## config.mk

```make
export PLATFORM = sky130hd
export DESIGN_NAME = lpht_queue
export DESIGN_NICKNAME = d
export VERILOG_FILES = /design/src/rtl/lpht_queue.sv
export SDC_FILE = /design/constraint.sdc
export NUM_CORES = 1
export LEC_CHECK = 0
export BUFFER_PORTS_ARGS = -buffer_cell sky130_fd_sc_hd__buf_2
export CAP_MARGIN = 5
export CORE_MARGIN = 2
export CORE_UTILIZATION = 38
export DETAILED_ROUTE_END_ITERATION = 8
export SYNTH_ARGS = -nofsm -noshare
export SYNTH_HDL_FRONTEND = slang
export SYNTH_SLANG_ARGS = --single-unit
```

## constraint.sdc

```tcl
create_clock -name clk -period 6 [get_ports clk]
set_clock_uncertainty 0.1 [all_clocks]
set_input_delay 1.2 -clock clk [delete_from_list [all_inputs] [get_ports clk]]
set_output_delay 1.2 -clock clk [all_outputs]
set_load 0.01 [all_outputs]
```

## src/rtl/lpht_queue.sv

```systemverilog
// Two-entry queue between the front end and the probe engine.
// Carries packed request words; no package dependency.
module lpht_queue #(
  parameter int WIDTH = 80
) (
  input  logic             clk,
  input  logic             rst,
  input  logic             push,
  input  logic [WIDTH-1:0] wr_data,
  input  logic             pop,
  output logic [WIDTH-1:0] rd_data,
  output logic             full,
  output logic             empty
);

  localparam int DEPTH = 2;
  localparam int AW    = $clog2(DEPTH);
  localparam int CNTW  = $clog2(DEPTH + 1);

  logic [WIDTH-1:0] entries [DEPTH];
  logic [AW-1:0]    wr_ptr;
  logic [AW-1:0]    rd_ptr;
  logic [CNTW-1:0]  count;

  assign full    = (count == CNTW'(DEPTH));
  assign empty   = (count == '0);
  assign rd_data = entries[rd_ptr];

  always_ff @(posedge clk) begin
    if (push) begin
      entries[wr_ptr] <= wr_data;
    end
  end

  always_ff @(posedge clk) begin
    if (rst) begin
      wr_ptr <= '0;
      rd_ptr <= '0;
      count  <= '0;
    end else begin
      if (push) begin
        wr_ptr <= wr_ptr + AW'(1);
      end
      if (pop) begin
        rd_ptr <= rd_ptr + AW'(1);
      end
      if (push && !pop) begin
        count <= count + CNTW'(1);
      end else if (pop && !push) begin
        count <= count - CNTW'(1);
      end
    end
  end

endmodule

```

**Word-level counts from Yosys, hierarchy flattened**

Memories as Yosys holds them, arrays and structs flattened. A register that Yosys moved wholly into a read port is not among the register bits.
Cells that the tools add are included.

- $add $sub $neg: 4
- Eq/ne operators: 1
- Multiplexer cells: 6
- Reductions and logical operators: 6

Operator list:

| cell | number |
|---|---|
| 2-to-1 mux 1 bit | 4 |
| 2-to-1 mux 2 bit | 2 |
| adder 1 bit, second input constant | 2 |
| adder 2 x 1 -> 2 bit, second input constant | 1 |
| equality test 2 bit, second input constant | 1 |
| logical AND 1 bit | 2 |
| logical NOT 1 bit | 2 |
| logical NOT 2 bit | 1 |
| nonzero test 2 bit | 1 |
| subtractor 2 x 1 -> 2 bit, second input constant | 1 |

- Bits in registers: 4
- RAM bits: 160
- Input port bits: 84
- Output and inout bits: 82
- Memories kept: 1

Memories:

| memory | words | bits a word | rd ports | clocked after Yosys merged registers in | write ports | RTL line | text |
|---|---|---|---|---|---|---|---|
| entries | 2 | 80 | 1 | 1 | 1 | 20 | `logic [WIDTH-1:0] entries [DEPTH];` |

**Logic depth before layout (Yosys ltp)**

- Word-level depth: 4
- Depth in mapped cells: 5

**Least setup slack after synthesis**

Ideal clock, no wire load.

- Kind: input -> register
- From: input port push
- To: memory entries[0][0] (enable)
- Data arrival time: 4,698 ps
- Data required time: 5,372 ps
- Setup slack: 674 ps
- Cell stages on the path: 1
- Path buffers: 0
- Path through: nor2b_1

- Word-level cells in the longest chain between the ends: 2

Ends and longest elaborated chain:

| element | RTL line | text |
|---|---|---|
| start: declaration | 8 | `input logic push,` |
| 2-to-1 mux 1 bit | 30 | `if (push) begin` |
| 2-to-1 mux 1 bit (not written as such) | 31 | `entries[wr_ptr] <= wr_data;` |
| end: declaration | 20 |  |

No other way between the ends.

==> impl_metrics.env <==
export IMPL_avgViaCountPerCell=4.54
export IMPL_period_needed_ns=3.41
export IMPL_synthCells=271
export IMPL_clk_latency_ns=0.41
export IMPL_synthArstFlopShare=0
export IMPL_tightestPinTransition_ns=1.12
export IMPL_areaGrowthSynthToFinish_pct=26.7
export IMPL_path_cells="mux2_2 > buf_2"
export IMPL_fmax_ghz=0.294
export IMPL_cts_tree="yes"
export IMPL_place_hpwl_um=6610
export IMPL_ctsResizeCount=0
export IMPL_critPathBufInv=1
export IMPL_antenna_cells=0
export IMPL_crit_family="flip-flops"
export IMPL_antenna_found_initial=0
export IMPL_drive_gt1_frac=0.607
export IMPL_grt_max_degree=81
export IMPL_slowest_delay_ns=1.07
export IMPL_grt_pass1_wl_um=16000
export IMPL_layout_cells_non_filler=671
export IMPL_worstHoldPathType="register to register"
export IMPL_grt_overflow=0
export IMPL_cts_sinks=165
export IMPL_layout_nets=532
export IMPL_crit_arrival_ns=2.11
export IMPL_setup_viol=0
export IMPL_first_pass_iters=4
export IMPL_vias=3048
export IMPL_cts_buffer_depth=2
export IMPL_drt_iter0_markers=168
export IMPL_ys_top_cells_by_area="edfxtp_1 (80%), mux2_2 (15%), dfxtp_1 (1.7%)"
export IMPL_cts_buffers=17
export IMPL_htree_num_levels=4
export IMPL_required_ns=4.70
export IMPL_grt_pass1_vias=3188
export IMPL_ys_seq_area_frac=0.816
export IMPL_place_gp_congestion=0.712
export IMPL_yosys_area_top_type="edfxtp_1"
export IMPL_power_density_nw_per_um2=355
export IMPL_run_status="finished, final reports clean"
export IMPL_ys_seq_elements=165
export IMPL_end_kind="output port"
export IMPL_num_rows=45
export IMPL_clockRootBuffer="clkbuf_16"
export IMPL_maxCapViolations=0
export IMPL_dp_cells=639
export IMPL_startpoint_type="register"
export IMPL_start_util=0.392
export IMPL_synth_top_area_share=0.800
export IMPL_power_leakage_nw=2.84
export IMPL_hold_buffers=0
export IMPL_ir_drop_uv=185
export IMPL_coreArea_um2=15300
export IMPL_wl_um=10700
export IMPL_worst_path_stages=2
export IMPL_slew_violations=0
export IMPL_syn_num_nets=356
export IMPL_cts_setup_buffers=0
export IMPL_cp_slowest_cell="dfxtp_4"
export IMPL_ios=166
export IMPL_min_path_cells=2
export IMPL_hold_viol_final=0
export IMPL_avgRoutedWirePerCell_um=15.9
export IMPL_port_buffers=165
export IMPL_cts_reportedPaths_clkPinSlew_ns=0.06
export IMPL_max_slew_margin=0.252
export IMPL_grt_usage=0.130
export IMPL_netlist_area_um2=6010
export IMPL_synth_edf_count=160
export IMPL_reg2regPathDepth=1
export IMPL_crit_fanout=80
export IMPL_yosysMostFrequentCell="edfxtp_1"
export IMPL_finalCritPeriodShare=0.568
export IMPL_avgSynthCellArea_um2=22.2
export IMPL_synthDistinctLibCells=16
export IMPL_drc=0
export IMPL_synthTopCellsByCount="edfxtp_1 (160), mux2_2 (80), buf_6 (8)"
export IMPL_yosys_warnings=0
export IMPL_synthFlopType="edfxtp_1"
export IMPL_die_area_um2=16800
export IMPL_crit_type="register to output port"
export IMPL_dieHeight_um=130
export IMPL_die_width_um=130
export IMPL_fin_setup_tns_ns=0
export IMPL_rsz0062_at_grt="no"
export IMPL_antenna_left=0
[cell type report]
type                            count  area, um2
Clock buffer                       18        429
Clock inverter                     14        161
Fill cell                        1334       7700
Inverter                            1       3.75
Multi-Input combinational cell     96       1010
Sequential cell                   165       4910
Tap cell                          211        264
Timing Repair Buffer              166        833
[final timing paths]
kind	start	end	slack, ns
worst min-delay path	count[1]	count[1]	0.41
worst min register to register	count[1]	count[1]	0.41
worst max register to register	wr_ptr	entries[1][77]	4.13
worst max-delay path	register	rd_data[2]	2.59
[per-layer routing]
metal / GRT usage / up-vias / wire length (um)
li1: - / 1423 / -
met2: 0.211 / 103 / 5280
met5: 0 / - / 0
met3: 0.0570 / 21 / 873
met4: 0.0626 / 0 / 223
met1: 0.149 / 1501 / 4300
[power breakdown]
group | leakage (nW) | total (mW) | internal, mW | switching, mW
clock | 0.281 | 1.07 | 0.650 | 0.419
combinational | 1.01 | 0.248 | 0.125 | 0.123
sequential | 1.54 | 1.38 | 1.35 | 0.0369
[stage by stage]
step                      total power, mW  instance area [um2]  worst slack (ns)  hold slack (ns)  utilization
after global placement               1.66                 7020              3.00            0.379        0.459
after detailed placement             1.66                 7020              2.98            0.400        0.459
after CTS                            2.74                 7610              2.52            0.412        0.497
final                                2.70                 7610              2.59            0.406        0.497
after floorplan                      1.55                 6010             0.674            0.361            -
after global routing                 2.81                 7610              2.44            0.447        0.497
[kinds of logic (layout without fill, tap and decap cells)]
| kind of cell | after synthesis | in the layout | synth area share |
|---|---|---|---|
| adders and majority gates | 1 | 1 | 0.00208 |
| AOI/OAI and AO/OA | 2 | 2 | 0.00166 |
| and+or+nand+nor | 9 | 9 | 0.00771 |
| buffers and inverters | 10 | 199 | 0.0165 |
| DFF | 165 | 165 | 0.816 |
| muxes | 80 | 80 | 0.150 |
| xor gates and xnor gates | 4 | 4 | 0.00583 |
[placed cells by master (no fill, tap or decap), drive strengths merged]
cell and instances:
or3 1, nor2b 1, and2b 1, xor2 2, dfxtp 5, bufinv 3, inv 1, a21oi 1
clkinv 8, clkbuf 18, buf 166, and2 1, mux2 80, nor2 5, clkinvlp 3, ha 1
o21ai 1, edfxtp 160, xnor2 2
[sequential cells by signal, summed over array words and instances (netlist names), named ones only]
signal / count
count: 2
entries: 160
rd_ptr: 1
wr_ptr: 1
Power figures use the tool's default switching activity.
