## src/rtl/lpht_pkg.sv

```systemverilog
// Shared types and constants for the linear probing hash table.
// Used by the front end, probe engine and top level; it depends on nothing else.
package lpht_pkg;

  localparam int CFG_W      = 9;
  localparam int STATUS_W   = 3;
  localparam int SLOT_OUT_W = 8;
  localparam logic [CFG_W-1:0] TABLE_SIZE_RESET = 9'd50;

  typedef enum logic [1:0] {
    OP_INSERT = 2'd0,
    OP_SEARCH = 2'd1,
    OP_REMOVE = 2'd2,
    OP_UPDATE = 2'd3
  } op_t;

  typedef enum logic [STATUS_W-1:0] {
    ST_DONE      = 3'd0,
    ST_PRESENT   = 3'd1,
    ST_NOT_FOUND = 3'd2,
    ST_FULL      = 3'd3,
    ST_INVALID   = 3'd4
  } status_t;

  // Classification that travels with every queued request.
  typedef struct packed {
    op_t  op;
    logic bad;
  } lpht_ctrl_t;

endpackage

```

## src/rtl/lpht_mod.sv

```systemverilog
// Iterative remainder unit: one dividend bit per cycle (restoring method).
// Computes the home slot of a key; no package dependency.
module lpht_mod #(
  parameter int KEY_BITS = 31,
  parameter int SLOT_W   = 8,
  parameter int NW       = 9
) (
  input  logic                clk,
  input  logic                rst,
  input  logic                start,
  input  logic [KEY_BITS-1:0] dividend,
  input  logic [NW-1:0]       divisor,
  output logic                busy,
  output logic [SLOT_W-1:0]   remainder
);

  localparam int CW = $clog2(KEY_BITS + 1);

  logic [CW-1:0]       cnt;
  logic [KEY_BITS-1:0] dvd;
  logic [NW-1:0]       rem;
  logic [NW:0]         rem_shift;
  logic [NW-1:0]       rem_next;

  // The partial remainder stays below the divisor, so the shifted value
  // is below twice the divisor and one subtract is enough.
  always_comb begin
    rem_shift = {rem, dvd[KEY_BITS-1]};
    if (rem_shift >= {1'b0, divisor}) begin
      rem_next = NW'(rem_shift - {1'b0, divisor});
    end else begin
      rem_next = NW'(rem_shift);
    end
  end

  always_ff @(posedge clk) begin
    if (rst) begin
      busy <= 1'b0;
      cnt  <= '0;
      rem  <= '0;
    end else if (start) begin
      busy <= 1'b1;
      cnt  <= CW'(KEY_BITS);
      rem  <= '0;
      dvd  <= dividend;
    end else if (busy) begin
      rem <= rem_next;
      dvd <= dvd << 1;
      cnt <= cnt - CW'(1);
      if (cnt == CW'(1)) begin
        busy <= 1'b0;
      end
    end
  end

  assign remainder = rem[SLOT_W-1:0];

endmodule

```

## src/rtl/lpht_front.sv

```systemverilog
// Front end: takes request transfers, flags zero keys and hashes both keys.
// Depends on lpht_pkg and lpht_mod; feeds the request queue.
module lpht_front #(
  parameter int KEY_BITS = 31,
  parameter int SLOT_W   = 8,
  parameter int NW       = 9
) (
  input  logic                clk,
  input  logic                rst,
  input  logic [NW-1:0]       n,
  input  logic                init_done,
  input  logic                req_valid,
  output logic                req_stall,
  input  logic [1:0]          req_type,
  input  logic [KEY_BITS-1:0] key,
  input  logic [KEY_BITS-1:0] new_key,
  input  logic                q_full,
  output logic                q_push,
  output lpht_pkg::lpht_ctrl_t q_ctrl,
  output logic [KEY_BITS-1:0] q_key,
  output logic [KEY_BITS-1:0] q_new_key,
  output logic [SLOT_W-1:0]   q_home,
  output logic [SLOT_W-1:0]   q_new_home
);
  import lpht_pkg::*;

  typedef enum logic [1:0] {F_IDLE, F_HASH, F_PUSH} fstate_t;

  fstate_t state;
  logic    accept;
  logic    bad_in;
  logic    hash_start;
  logic    busy_a;
  logic    busy_b;

  assign req_stall  = (state != F_IDLE) || !init_done;
  assign accept     = req_valid && !req_stall;
  assign bad_in     = (key == '0) || ((op_t'(req_type) == OP_UPDATE) && (new_key == '0));
  assign hash_start = accept && !bad_in;
  assign q_push     = (state == F_PUSH) && !q_full;

  lpht_mod #(.KEY_BITS(KEY_BITS), .SLOT_W(SLOT_W), .NW(NW)) u_mod_key (
    .clk(clk), .rst(rst), .start(hash_start), .dividend(key), .divisor(n),
    .busy(busy_a), .remainder(q_home)
  );

  lpht_mod #(.KEY_BITS(KEY_BITS), .SLOT_W(SLOT_W), .NW(NW)) u_mod_new (
    .clk(clk), .rst(rst), .start(hash_start), .dividend(new_key), .divisor(n),
    .busy(busy_b), .remainder(q_new_home)
  );

  always_ff @(posedge clk) begin
    if (rst) begin
      state <= F_IDLE;
    end else begin
      unique case (state)
        F_IDLE: begin
          if (accept) begin
            q_ctrl.op  <= op_t'(req_type);
            q_ctrl.bad <= bad_in;
            q_key      <= key;
            q_new_key  <= new_key;
            state      <= bad_in ? F_PUSH : F_HASH;
          end
        end
        F_HASH: begin
          if (!busy_a && !busy_b) begin
            state <= F_PUSH;
          end
        end
        F_PUSH: begin
          if (!q_full) begin
            state <= F_IDLE;
          end
        end
        default: state <= F_IDLE;
      endcase
    end
  end

endmodule

```

## config.mk

```make
export PLATFORM = sky130hd
export DESIGN_NAME = lpht_front
export DESIGN_NICKNAME = d
export VERILOG_FILES = /design/src/rtl/lpht_pkg.sv /design/src/rtl/lpht_mod.sv /design/src/rtl/lpht_front.sv
export SDC_FILE = /design/constraint.sdc
export NUM_CORES = 1
export LEC_CHECK = 0
export BUFFER_PORTS_ARGS = -buffer_cell sky130_fd_sc_hd__buf_2
export CAP_MARGIN = 20
export CORE_AREA = 2 2 158 160
export DETAILED_ROUTE_END_ITERATION = 8
export DIE_AREA = 0 0 160 162
export GPL_ROUTABILITY_DRIVEN = 0
export PLACE_DENSITY = 0.47
export SYNTH_ARGS = -nofsm -noshare
export SYNTH_HDL_FRONTEND = slang
export SYNTH_SLANG_ARGS = --single-unit
```

## constraint.sdc

```tcl
create_clock -name clk -period 18.67 [get_ports clk]
set_clock_uncertainty 0.05 [all_clocks]
set_input_delay 3.734 -clock clk [delete_from_list [all_inputs] [get_ports clk]]
set_output_delay 3.734 -clock clk [all_outputs]
set_load 0.02 [all_outputs]
```

After elaboration in Yosys (flattened, before gate mapping)

Cells that the tools add are included.

Output and inout bits: 83
Input bits: 78
Word-level logic and storage cells: 73
Bits in registers: 159

Equal/unequal tests: 8
Magnitude comparators: 2
Mux-type cells: 21
Add/subtract/negate cells: 4
Reductions and logical operators: 24
Bitwise logic cells: 1

Operator list:

| kind                                                                | number |
|---|---|
| 31-bit 2-to-1 mux                                                   | 4 |
| 31-bit zero test                                                    | 2 |
| 10-bit by 9-bit greater-or-equal comparator with 1-bit output       | 2 |
| 5-bit 2-to-1 mux                                                    | 4 |
| 9-bit 2-to-1 mux                                                    | 2 |
| 9-bit subtractor                                                    | 2 |
| 5-bit by 1-bit == test with 1-bit output (second input constant)    | 2 |
| 5-bit by 1-bit subtractor with 5-bit output (second input constant) | 2 |
| 2-bit 2-to-1 mux                                                    | 4 |
| 1-bit zero test                                                     | 6 |
| 1-bit 2-to-1 mux                                                    | 6 |
| 2-bit inequality test (second input constant)                       | 3 |
| 2-bit one-hot mux with 3 select lines                               | 1 |
| 3-bit AND reduction                                                 | 2 |
| 2-bit nonzero test                                                  | 3 |
| 1-bit logical AND                                                   | 5 |
| 2-bit == test (second input constant)                               | 2 |
| 2-bit AND reduction                                                 | 2 |
| 2-bit by 1-bit == test with 1-bit output (second input constant)    | 1 |
| 2-bit zero test                                                     | 1 |
| 1-bit logical OR                                                    | 2 |
| 2-bit OR reduction                                                  | 1 |
| 1-bit NOT                                                           | 1 |

Logic depth before layout (Yosys ltp)

Gate-level depths: netlist of run 1.

Depth after elaboration: 7
Mapped depth: 11
Gate-level depth less buffers: 10

By module

Synthesis of run 1 repeated with hierarchy kept, for this count alone.

Cells, all modules: 543
Area total of the unflattened synthesis: 7,245.7 µm²

Modules (own cells, without submodules):

| module               | sequential area each (µm²) | cells an instance | instances | area an instance (µm²) |
|---|---|---|---|---|
| lpht_mod (u_mod_key) | 1,231.2                    | 222               | 1         | 2,558.7 |
| lpht_mod (u_mod_new) | 1,231.2                    | 212               | 1         | 2,446.1 |
| lpht_front           | 1,991.9                    | 109               | 1         | 2,240.9 |

Least setup slack after synthesis of run 1

No wires, ideal clock.

Path kind: input to register
Start: input rst
End: register q_ctrl[0] (netlist name) (enable)
Required time: 17,971 ps
Arrival time: 10,107 ps
Buffers on the path: 1
Library setup time: 649 ps
Stages on the path: 2
Path slack: 7,864 ps
Cells stage by stage: clkbuf_1 > nor4_1

Longest elaborated chain between the ends: 2

Ends and longest elaborated chain:

| element                              | line             | RTL |
|---|---|---|
| start, declared                      | lpht_front.sv:9  | `input logic rst,` |
| 1-bit NOT (no source line)           | -                |  |
| 3-bit AND reduction (no source line) | -                |  |
| end, declared                        | lpht_front.sv:19 | `output lpht_pkg::lpht_ctrl_t q_ctrl,` |

Every way passes these cells.
A chain may end at the register's enable or synchronous reset.

Final worst setup path of run 1

Start: input q_full
End: output q_push

Longest elaborated chain between the ends: 2

Ends and longest elaborated chain:

| element           | line             | RTL |
|---|---|---|
| start, declared   | lpht_front.sv:17 | `input logic q_full,` |
| 1-bit zero test   | -                |  |
| 1-bit logical AND | lpht_front.sv:40 | `assign q_push = (state == F_PUSH) && !q_full;` |
| end, declared     | lpht_front.sv:18 | `output logic q_push,` |

Every way passes these cells.

==> results of run 1 <==
-- per-stage QoR --
step | cell area, um2 | hold slack (ns) | util [%] | instances | total power [mW]
after floorplan | 7120 | 0.395 | - | 507 | 0.497
after global placement | 8130 | 0.437 | 33.7 | 960 | 0.524
after detailed placement | 8130 | 0.446 | 33.7 | 960 | 0.527
after CTS | 8710 | 0.467 | 36.1 | 992 | 0.874
after global routing | 8710 | 0.510 | 36.1 | 992 | 0.900
final | 8710 | 0.472 | 36.1 | 992 | 0.861
-- cells in the mapped netlist (all sizes together), types with 2 or more instances --
cell type  count  area (um2)
dfxtp         32         641
and3           2        12.5
nor2          36         135
inv           21        78.8
a31oi          3        18.8
xnor2         13         114
o21a           3        22.5
a21oi         26         134
a2111oi        2        23.8
nor4          15         100
a21o           5        37.5
nand2         15        56.3
nand3b         3        22.5
o21ai          8        40.0
fa             2        40.0
nor3           9        45.0
nand4          6        37.5
a211oi        15         148
mux2          63         709
nor4b          3        26.3
a221oi         3        26.3
o41ai          2        17.5
o31ai          2        15.0
clkbuf         8        30.0
nand2b         3        18.8
edfxtp       127        3810
ha            22         275
xor2           5        43.8
buf           28         228
mux2i          9        90.1
and2           3        18.8
-- worst max-delay path by stage --
| stage | cells after the start | slack (ns) | start | to |
|---|---|---|---|---|
| 6_report | 3 | 10.68 | q_full | q_push |
| 3_3_place_gp | 3 | 10.73 | q_full | q_push |
| 4_1_cts | 3 | 10.68 | q_full | q_push |
| 2_1_floorplan | 2 | 7.86 | rst | q_ctrl[0]$_DFFE_PP_ |
| 3_5_place_dp | 3 | 10.69 | q_full | q_push |
| 5_1_grt | 3 | 10.67 | q_full | q_push |
-- power groups by stage --
stage	logic (mW)	clock network, mW	registers (mW)
floorplan	0.0712	0	0.426
global placement	0.0996	0	0.424
detailed placement	0.102	0	0.425
CTS	0.103	0.354	0.417
global route	0.113	0.368	0.420
finish	0.101	0.343	0.417
-- cell families after synthesis --
family                   synth area share [%]
AO/OA/AOI/OAI                            7.61
XOR/XNOR                                 2.21
adder cells (fa/ha/maj)                  4.43
buffers and inverters                    4.73
flip-flops                               62.6
multiplexers                             11.2
AND/OR/NAND/NOR                          7.22
-- metal layers --
| metal | vias to the layer above | global-route usage [%] | routed length (um) |
|---|---|---|---|
| met4 | 0 | 3.36 | 174 |
| met3 | 13 | 3.52 | 799 |
| met5 | - | 0 | 0 |
| li1 | 2203 | - | - |
| met1 | 2194 | 16.1 | 7180 |
| met2 | 130 | 19.7 | 7150 |
-- state kept, by name, indices dropped and copies added, names as in the netlist --
register        flops
u_mod_key.rem       9
q_key              31
u_mod_new.busy      1
u_mod_key.cnt       5
u_mod_new.rem       9
state               2
u_mod_key.busy      1
u_mod_new.dvd      31
u_mod_new.cnt       5
u_mod_key.dvd      31
q_new_key          31
q_ctrl              3
-- worst max-delay path: stages --
cell	delay, ns
sky130_fd_sc_hd__buf_2	0.11
sky130_fd_sc_hd__nor3_1	0.16
sky130_fd_sc_hd__buf_2	0.20
-- final cells by class --
type	count	share of cell area, %
tap	324	4.65
timing repair buffer	165	9.62
multi-input combinational	291	27.0
clock inverter	15	1.84
inverter	21	0.905
clock buffer	17	4.88
sequential	159	51.1
==> results.txt, run 1 <==
----------------------------------------------------
[Synthesis]
  Synthesized instance count ... 507
  Post-synth net total ... 609
  FF+latch count, synth ... 159
  Post-synthesis sequential area ratio ... 62.6%
  Post-Synthesis Cell Area ... 0.00712 mm2
  Number of flops mapped to enable cells by yosys ... 127
  Syn Area/Cell ... 14.0 um2
  Primary flip-flop cell chosen by synthesis mapping ... sky130_fd_sc_hd__edfxtp_1
  Count of different cell masters after synthesis ... 51
  Yosys warning total ... 0
  Async set or reset register ratio after synthesis ... 0%

[Global routing]
  Global routing usage summed across all routing layers ... 12.2%
  Initial antenna violation count ... 0
  Grt ovf ... 0
  Wire length of the first global-routing pass ... 25,000 um
  Via count of the first global-routing pass ... 4,738
  Pin count of the biggest net entering global routing ... 66

[STA]
  Final setup fails ... 0
  Slew of the pin with the lowest slew margin ... 1.01 ns
  Achievable frequency ... 125 MHz
  Setup TNS ... 0 ns
  Final worst path period share ... 42.8%
  Setup repair after global routing missed its margin ... false
  Fin. max-slew vios ... 0
  Period minus WS final ... 7.99 ns
  Worst setup margin ... 10.68 ns
  Fin. Hold Viols ... 0
  Remaining max-slew budget at the tightest pin ... 32.5%

[Run]
  Number of violations of the max-capacitance limit ... 0

[Final layout]
  Fraction of layout cells with a size suffix above 1 ... 41.2%
  Signed area change from the synthesized netlist to the final layout ... 22.4%
  Area of the multi-input gates ... 0.00235 mm2
  Fill cell total of the finished layout ... 2,442
  Inserted Diodes ... 0
  Area occupied by registers ... 0.00445 mm2
  Commonest non-fill, non-tap cells in the layout ... sky130_fd_sc_hd__buf_2, sky130_fd_sc_hd__edfxtp_1, sky130_fd_sc_hd__mux2_2
  Final-stage net count ... 757
  Most common cell after layout, fill and taps aside ... sky130_fd_sc_hd__buf_2

[Worst setup path]
  Largest driver fanout on the critical path ... 2
  Endpoint class of the critical path ... output port
  Crit path kind ... in2out
  Flop2flop setup slack ... 15.63 ns
  Crit path arrival time ... 4.20 ns
  Reg2reg end ... u_mod_new.rem[2]$_SDFFE_PP0P_
  CP startpoint kind ... primary input
  CP Data Required Time ... 14.89 ns
  Number of cells traversed by the worst register-to-register path ... 10
  Reg-to-reg critical path startpoint ... u_mod_new.dvd[30]$_DFFE_PP_

[Die]
  Overall die area ... 0.0259 mm2
  Number of ports placed on the die boundary ... 161
  Starting density of the core ... 29.5%
  Die extent in x ... 160 um
  Row count ... 57
  Die outline height ... 162 um
  Area of the core ... 0.0241 mm2

[Pwr]
  Net switching power figure ... 232 uW
  Internal power ... 629 uW
  Clock network power share ... 39.8%
  Portion of total power attributed to combinational logic ... 11.8%
  Net switching share of the total power ... 26.9%
  Power per standard cell area ... 98.8 mW/mm2
  Leak ... 3.31 nW
  Register share of total power ... 48.4%
  Maximum VDD drop ... 0.0574 mV

[Status]
  Run status ... finished, final reports clean

[Route]
  Antenna Violating Nets Remaining ... 0
  Residual DRC ... 0
  Vias after detailed routing ... 4,540
  First-pass DRT Iterations ... 4
  Per-cell routed wire length ... 15.4 um
  Avg Vias per Cell ... 4.58
  Wire length reported by the detailed router ... 15,300 um
  Violation count after the first detailed-routing iteration ... 284

[Placement]
  Count of input and output buffers ... 160
  Worst slack at placement ... 10.69 ns
  Half-perimeter wire length after detailed placement ... 10,800 um

[Min path]
  Type of the worst min-delay path ... reg2reg
  Worst Min Path Start ... state[1]$_SDFFE_PP0P_
  Hold Path Stages ... 1
  Worst min-delay path endpoint ... state[0]$_SDFFE_PP0P_

[CTS]
  CTS tree ... done
  Deepest level of the CTS H-tree ... 4
  Post-CTS resize count ... 0
  Number of buffers inserted to repair setup after CTS ... 0
  Clock Tree Buf Depth ... 2
  Post-cts hold buffer count ... 0
  Clock root buffer ... sky130_fd_sc_hd__clkbuf_16
  Clock transition at the registers of the reported paths ... 0.07 ns
  Clock network latency to the later pin of the worst-skew pair ... 0.43 ns
  Number of buffers created by CTS ... 17
  Clock net sink count ... 159

----------------------------------------------------
Power figures use the tool's default switching activity.
==> run 2: changes to the inputs <==
--- a/config.mk
+++ b/config.mk
@@ -5,13 +5,14 @@
 export SDC_FILE = /design/constraint.sdc
 export NUM_CORES = 1
 export LEC_CHECK = 0
+export ABC_AREA = 1
 export BUFFER_PORTS_ARGS = -buffer_cell sky130_fd_sc_hd__buf_2
 export CAP_MARGIN = 20
-export CORE_AREA = 2 2 158 160
+export CORE_AREA = 2 2 161 163
 export DETAILED_ROUTE_END_ITERATION = 8
-export DIE_AREA = 0 0 160 162
+export DIE_AREA = 0 0 163 165
 export GPL_ROUTABILITY_DRIVEN = 0
-export PLACE_DENSITY = 0.47
+export PLACE_DENSITY = 0.49
 export SYNTH_ARGS = -nofsm -noshare
 export SYNTH_HDL_FRONTEND = slang
 export SYNTH_SLANG_ARGS = --single-unit
==> constraint.sdc (replaced) <==
create_clock -name clk -period 6.9 [get_ports clk]
set_clock_uncertainty 0.05 [all_clocks]
set_input_delay 1.38 -clock clk [delete_from_list [all_inputs] [get_ports clk]]
set_output_delay 1.38 -clock clk [all_outputs]
set_load 0.02 [all_outputs]
==> results.txt, run 2 <==
----------------------------------------------------
[Status]
  Run status ... finished, final reports clean (unchanged)

[Pwr]
  Power per standard cell area ... 250 mW/mm2 (was 98.8 mW/mm2)
  Maximum VDD drop ... 0.130 mV (was 0.0574 mV)
  Net switching power figure ... 617 uW (was 232 uW)
  Leak ... 3.97 nW (was 3.31 nW)
  Net switching share of the total power ... 27.2% (was 26.9%)
  Register share of total power ... 48.8% (was 48.4%)
  Portion of total power attributed to combinational logic ... 9.5% (was 11.8%)
  Internal power ... 1.65 mW (was 629 uW)
  Clock network power share ... 41.6% (was 39.8%)
  Final total power ... 2.26 mW (was 861 uW)

[Route]
  Vias after detailed routing ... 5,490 (was 4,540)
  WL met1 ... 8400 um (was 7180 um)
  Wire length reported by the detailed router ... 17,900 um (was 15,300 um)
  Top routing layer used ... met4 (unchanged)
  Antenna Violating Nets Remaining ... 0 (unchanged)
  Met3 Routed Length ... 1060 um (was 799 um)
  Per-cell routed wire length ... 14.2 um (was 15.4 um)
  Violation count after the first detailed-routing iteration ... 373 (was 284)
  Avg Vias per Cell ... 4.36 (was 4.58)
  Residual DRC ... 0 (unchanged)
  First-pass DRT Iterations ... 5 (was 4)
  Detailed-routed wire length on met2 ... 8220 um (was 7150 um)

[Worst setup path]
  Flop2flop setup slack ... 4.36 ns (was 15.63 ns)
  Crit-path leading delay family ... simple AND/OR/NAND/NOR gates (was buffers and inverters)
  Worst Setup SP ... new_key[28] (was q_full)
  CP Data Required Time ... 7.20 ns (was 14.89 ns)
  Worst setup path endpoint ... u_mod_key.rem[2]$_SDFFE_PP0P_ (was q_push)
  CP Cell Sequence ... buf_2 > nor3_1 > nand2_1 > nor2_1 > nand3_1 > nand3_2 > buf_4 > nand2_4 > a21oi_1 (was buf_2 > nor3_1 > buf_2)
  CP startpoint kind ... primary input (unchanged)
  Number of buffer and inverter stages on the critical path ... 2 (unchanged)
  Reg2reg end ... u_mod_key.dvd[26]$_DFFE_PP_ (was u_mod_new.rem[2]$_SDFFE_PP0P_)
  Reg-to-reg critical path startpoint ... state[0]$_SDFFE_PP0P_ (was u_mod_new.dvd[30]$_DFFE_PP_)
  Largest driver fanout on the critical path ... 54 (was 2)
  Crit path arrival time ... 3.67 ns (was 4.20 ns)
  Crit path depth ... 9 (was 3)
  Critical Path Slowest Stage Cell ... sky130_fd_sc_hd__buf_4 (was sky130_fd_sc_hd__buf_2)
  Number of cells traversed by the worst register-to-register path ... 5 (was 10)
  Crit path kind ... in2reg (was in2out)
  Delay of the slowest cell on the worst path ... 0.58 ns (was 0.20 ns)
  Endpoint class of the critical path ... register (was output port)

[Synthesis]
  Count of different cell masters after synthesis ... 30 (was 51)
  Compound-gate portion of the synthesized area ... 3.92% (was 7.61%)
  Yosys warning total ... 0 (unchanged)
  XOR/XNOR share of the synthesized area ... 1.41% (was 2.21%)
  FF+latch count, synth ... 159 (unchanged)
  Synth Area in Simple Gates ... 23.9% (was 7.22%)
  Post-synth net total ... 873 (was 609)
  Mux cell area share after synthesis ... 0% (was 11.2%)
  Syn Area/Cell ... 9.69 um2 (was 14.0 um2)
  Library cell occupying the most area in the post-synthesis netlist ... sky130_fd_sc_hd__edfxtp_1 (unchanged)
  Adder-cell share of the synthesized area ... 4.22% (was 4.43%)
  Most numerous cell types in the synthesized netlist ... sky130_fd_sc_hd__nand2_1, sky130_fd_sc_hd__edfxtp_1, sky130_fd_sc_hd__inv_1 (was sky130_fd_sc_hd__edfxtp_1, sky130_fd_sc_hd__mux2_2, sky130_fd_sc_hd__nor2_1)
  Primary flip-flop cell chosen by synthesis mapping ... sky130_fd_sc_hd__edfxtp_1 (unchanged)
  Synthesized instance count ... 771 (was 507)
  Post-synthesis sequential area ratio ... 59.6% (was 62.6%)
  Cell types with the largest area share after synthesis ... sky130_fd_sc_hd__edfxtp_1, sky130_fd_sc_hd__nand2_1, sky130_fd_sc_hd__dfxtp_1 (was sky130_fd_sc_hd__edfxtp_1, sky130_fd_sc_hd__mux2_2, sky130_fd_sc_hd__dfxtp_1)
  Async set or reset register ratio after synthesis ... 0% (unchanged)
  Number of flops mapped to enable cells by yosys ... 127 (unchanged)
  Post-Synthesis Cell Area ... 0.00747 mm2 (was 0.00712 mm2)
  Main combinational cell family by area after synthesis ... simple AND/OR/NAND/NOR gates (was multiplexers)
  Most common cell in the netlist ... sky130_fd_sc_hd__nand2_1 (was sky130_fd_sc_hd__edfxtp_1)
  Synth top area share ... 51.0% (was 53.6%)

[Min path]
  Type of the worst min-delay path ... reg2reg (unchanged)

[Global routing]
  Initial antenna violation count ... 2 (was 0)
  Wire length of the first global-routing pass ... 28,700 um (was 25,000 um)
  Via count of the first global-routing pass ... 5,334 (was 4,738)
  Global routing usage summed across all routing layers ... 13.9% (was 12.2%)
  Grt ovf ... 0 (unchanged)
  Pin count of the biggest net entering global routing ... 66 (unchanged)

[STA]
  Hold slack ... 0.441 ns (was 0.472 ns)
  Achievable frequency ... 297 MHz
  Setup repair after global routing missed its margin ... false (unchanged)
  Fin. max-slew vios ... 0 (unchanged)
  Remaining max-slew budget at the tightest pin ... 32.5% (about the same)
  Period minus WS final ... 3.37 ns
  Setup TNS ... 0 ns (unchanged)
  Final worst path period share ... 48.8%
  Fin. Hold Viols ... 0 (unchanged)
  Final setup fails ... 0 (unchanged)
  Slew of the pin with the lowest slew margin ... 1.01 ns (about the same)

[Die]
  Row count ... 58 (was 57)
  Die outline height ... 165 um (was 162 um)
  Overall die area ... 0.0269 mm2 (was 0.0259 mm2)
  Starting density of the core ... 29.9% (was 29.5%)
  Number of ports placed on the die boundary ... 161 (unchanged)
  Area of the core ... 0.0250 mm2 (was 0.0241 mm2)
  Die extent in x ... 163 um (was 160 um)

[Final layout]
  Final-stage net count ... 1,016 (was 757)
  Number of standard cells in the final layout excluding fillers ... 1,258 (was 992)
  Final design instance area without fill ... 0.00907 mm2 (was 0.00871 mm2)
  Fraction of layout cells with a size suffix above 1 ... 23.5% (was 41.2%)
  Commonest non-fill, non-tap cells in the layout ... sky130_fd_sc_hd__nand2_1, sky130_fd_sc_hd__buf_2, sky130_fd_sc_hd__edfxtp_1 (was sky130_fd_sc_hd__buf_2, sky130_fd_sc_hd__edfxtp_1, sky130_fd_sc_hd__mux2_2)
  Most common cell after layout, fill and taps aside ... sky130_fd_sc_hd__nand2_1 (was sky130_fd_sc_hd__buf_2)
  Signed area change from the synthesized netlist to the final layout ... 21.4% (was 22.4%)

[CTS]
  Clock root buffer ... sky130_fd_sc_hd__clkbuf_16 (unchanged)
  Clock transition at the registers of the reported paths ... 0.07 ns (about the same)
  Post-CTS resize count ... 0 (unchanged)
  Deepest level of the CTS H-tree ... 4 (unchanged)
  Clock net sink count ... 159 (unchanged)
  Number of buffers inserted to repair setup after CTS ... 0 (unchanged)
  Post-cts hold buffer count ... 0 (unchanged)
  CTS tree ... done (unchanged)
  Clock network latency to the later pin of the worst-skew pair ... 0.43 ns (about the same)
  Number of buffers created by CTS ... 17 (unchanged)
  Clock Tree Buf Depth ... 2 (unchanged)

[Run]
  Number of violations of the max-capacitance limit ... 0 (unchanged)

[Placement]
  # placed instances ... 1,223 (was 960)
  Half-perimeter wire length after detailed placement ... 12,500 um (was 10,800 um)
  Post-detailed-placement cell area ... 0.00845 mm2 (was 0.00813 mm2)
  Count of input and output buffers ... 160 (unchanged)

----------------------------------------------------
==> run 2: changes by cell type in the layout (fill, tap and decap cells not counted), sizes merged, moves of 9 or more <==
cell    previous run  this run
nor4              15         1
mux2              63         0
a21oi             26        36
inv               31        72
mux2i              9         0
nand3b             3        15
a211oi            15         0
nor2              36        51
nand3              1        50
nand2             15       293
==> run 2: layer usage <==
layer | vias to the layer above | track usage [%]
met5 | - | 0
met4 | 0 | 3.98
met3 | 13 | 3.89
met2 | 138 | 21.4
met1 | 2516 | 19.0
li1 | 2823 | -
==> run 2: worst min-delay path by stage <==
stage,start,endpoint,slack (ns),cells after the start
floorplan,u_mod_key.cnt[2]$_SDFFE_PP0P_,u_mod_key.cnt[2]$_SDFFE_PP0P_,0.41,2
global placement,u_mod_new.cnt[2]$_SDFFE_PP0P_,u_mod_new.cnt[2]$_SDFFE_PP0P_,0.42,2
detailed placement,u_mod_new.cnt[2]$_SDFFE_PP0P_,u_mod_new.cnt[2]$_SDFFE_PP0P_,0.43,2
CTS,u_mod_new.cnt[2]$_SDFFE_PP0P_,u_mod_new.cnt[2]$_SDFFE_PP0P_,0.44,2
global route,u_mod_new.cnt[2]$_SDFFE_PP0P_,u_mod_new.cnt[2]$_SDFFE_PP0P_,0.47,2
finish,u_mod_key.cnt[2]$_SDFFE_PP0P_,u_mod_key.cnt[2]$_SDFFE_PP0P_,0.44,2
==> run 2: power by group through the flow <==
stage               clock network (mW)  logic [mW]  registers (mW)
CTS                              0.968       0.218            1.11
detailed placement                   0       0.216            1.13
finish                           0.943       0.216            1.11
global placement                     0       0.215            1.13
floorplan                            0       0.130            1.14
global route                      1.00       0.247            1.11
==> run 2: cell families after synthesis <==
| group | after synthesis |
|---|---|
| AND/OR/NAND/NOR | 425 |
| XOR/XNOR | 12 |
| flip-flops | 159 |
| AO/OA/AOI/OAI | 48 |
| adder cells (fa/ha/maj) | 24 |
| buffers and inverters | 103 |
==> run 2: area by class of cell <==
class / instances / area, um2
Multi-Input combinational cell: 509 / 2530
Clock buffer: 17 / 425
Inverter: 63 / 236
Sequential cell: 159 / 4450
Fill cell: 2581 / 16000
Antenna cell: 1 / 2.50
Clock inverter: 15 / 159
Tap cell: 330 / 413
Timing Repair Buffer: 164 / 856
==> run 2: worst reg2reg max path, cell delays in order (launching register included) <==
cell,delay (ns)
sky130_fd_sc_hd__dfxtp_1,0.34
sky130_fd_sc_hd__inv_2,0.07
sky130_fd_sc_hd__nand3_1,0.12
sky130_fd_sc_hd__nor2_1,0.18
sky130_fd_sc_hd__nand3_2,0.43
sky130_fd_sc_hd__a21oi_4,0.97
==> run 2: per-stage QoR <==
stage / utilization (%) / setup WS (ns)
2_1_floorplan: - / 0.182
3_3_place_gp: 33.7 / 3.02
3_5_place_dp: 33.7 / 3.02
4_1_cts: 36.1 / 3.46
5_1_grt: 36.2 / 3.30
6_report: 36.2 / 3.53
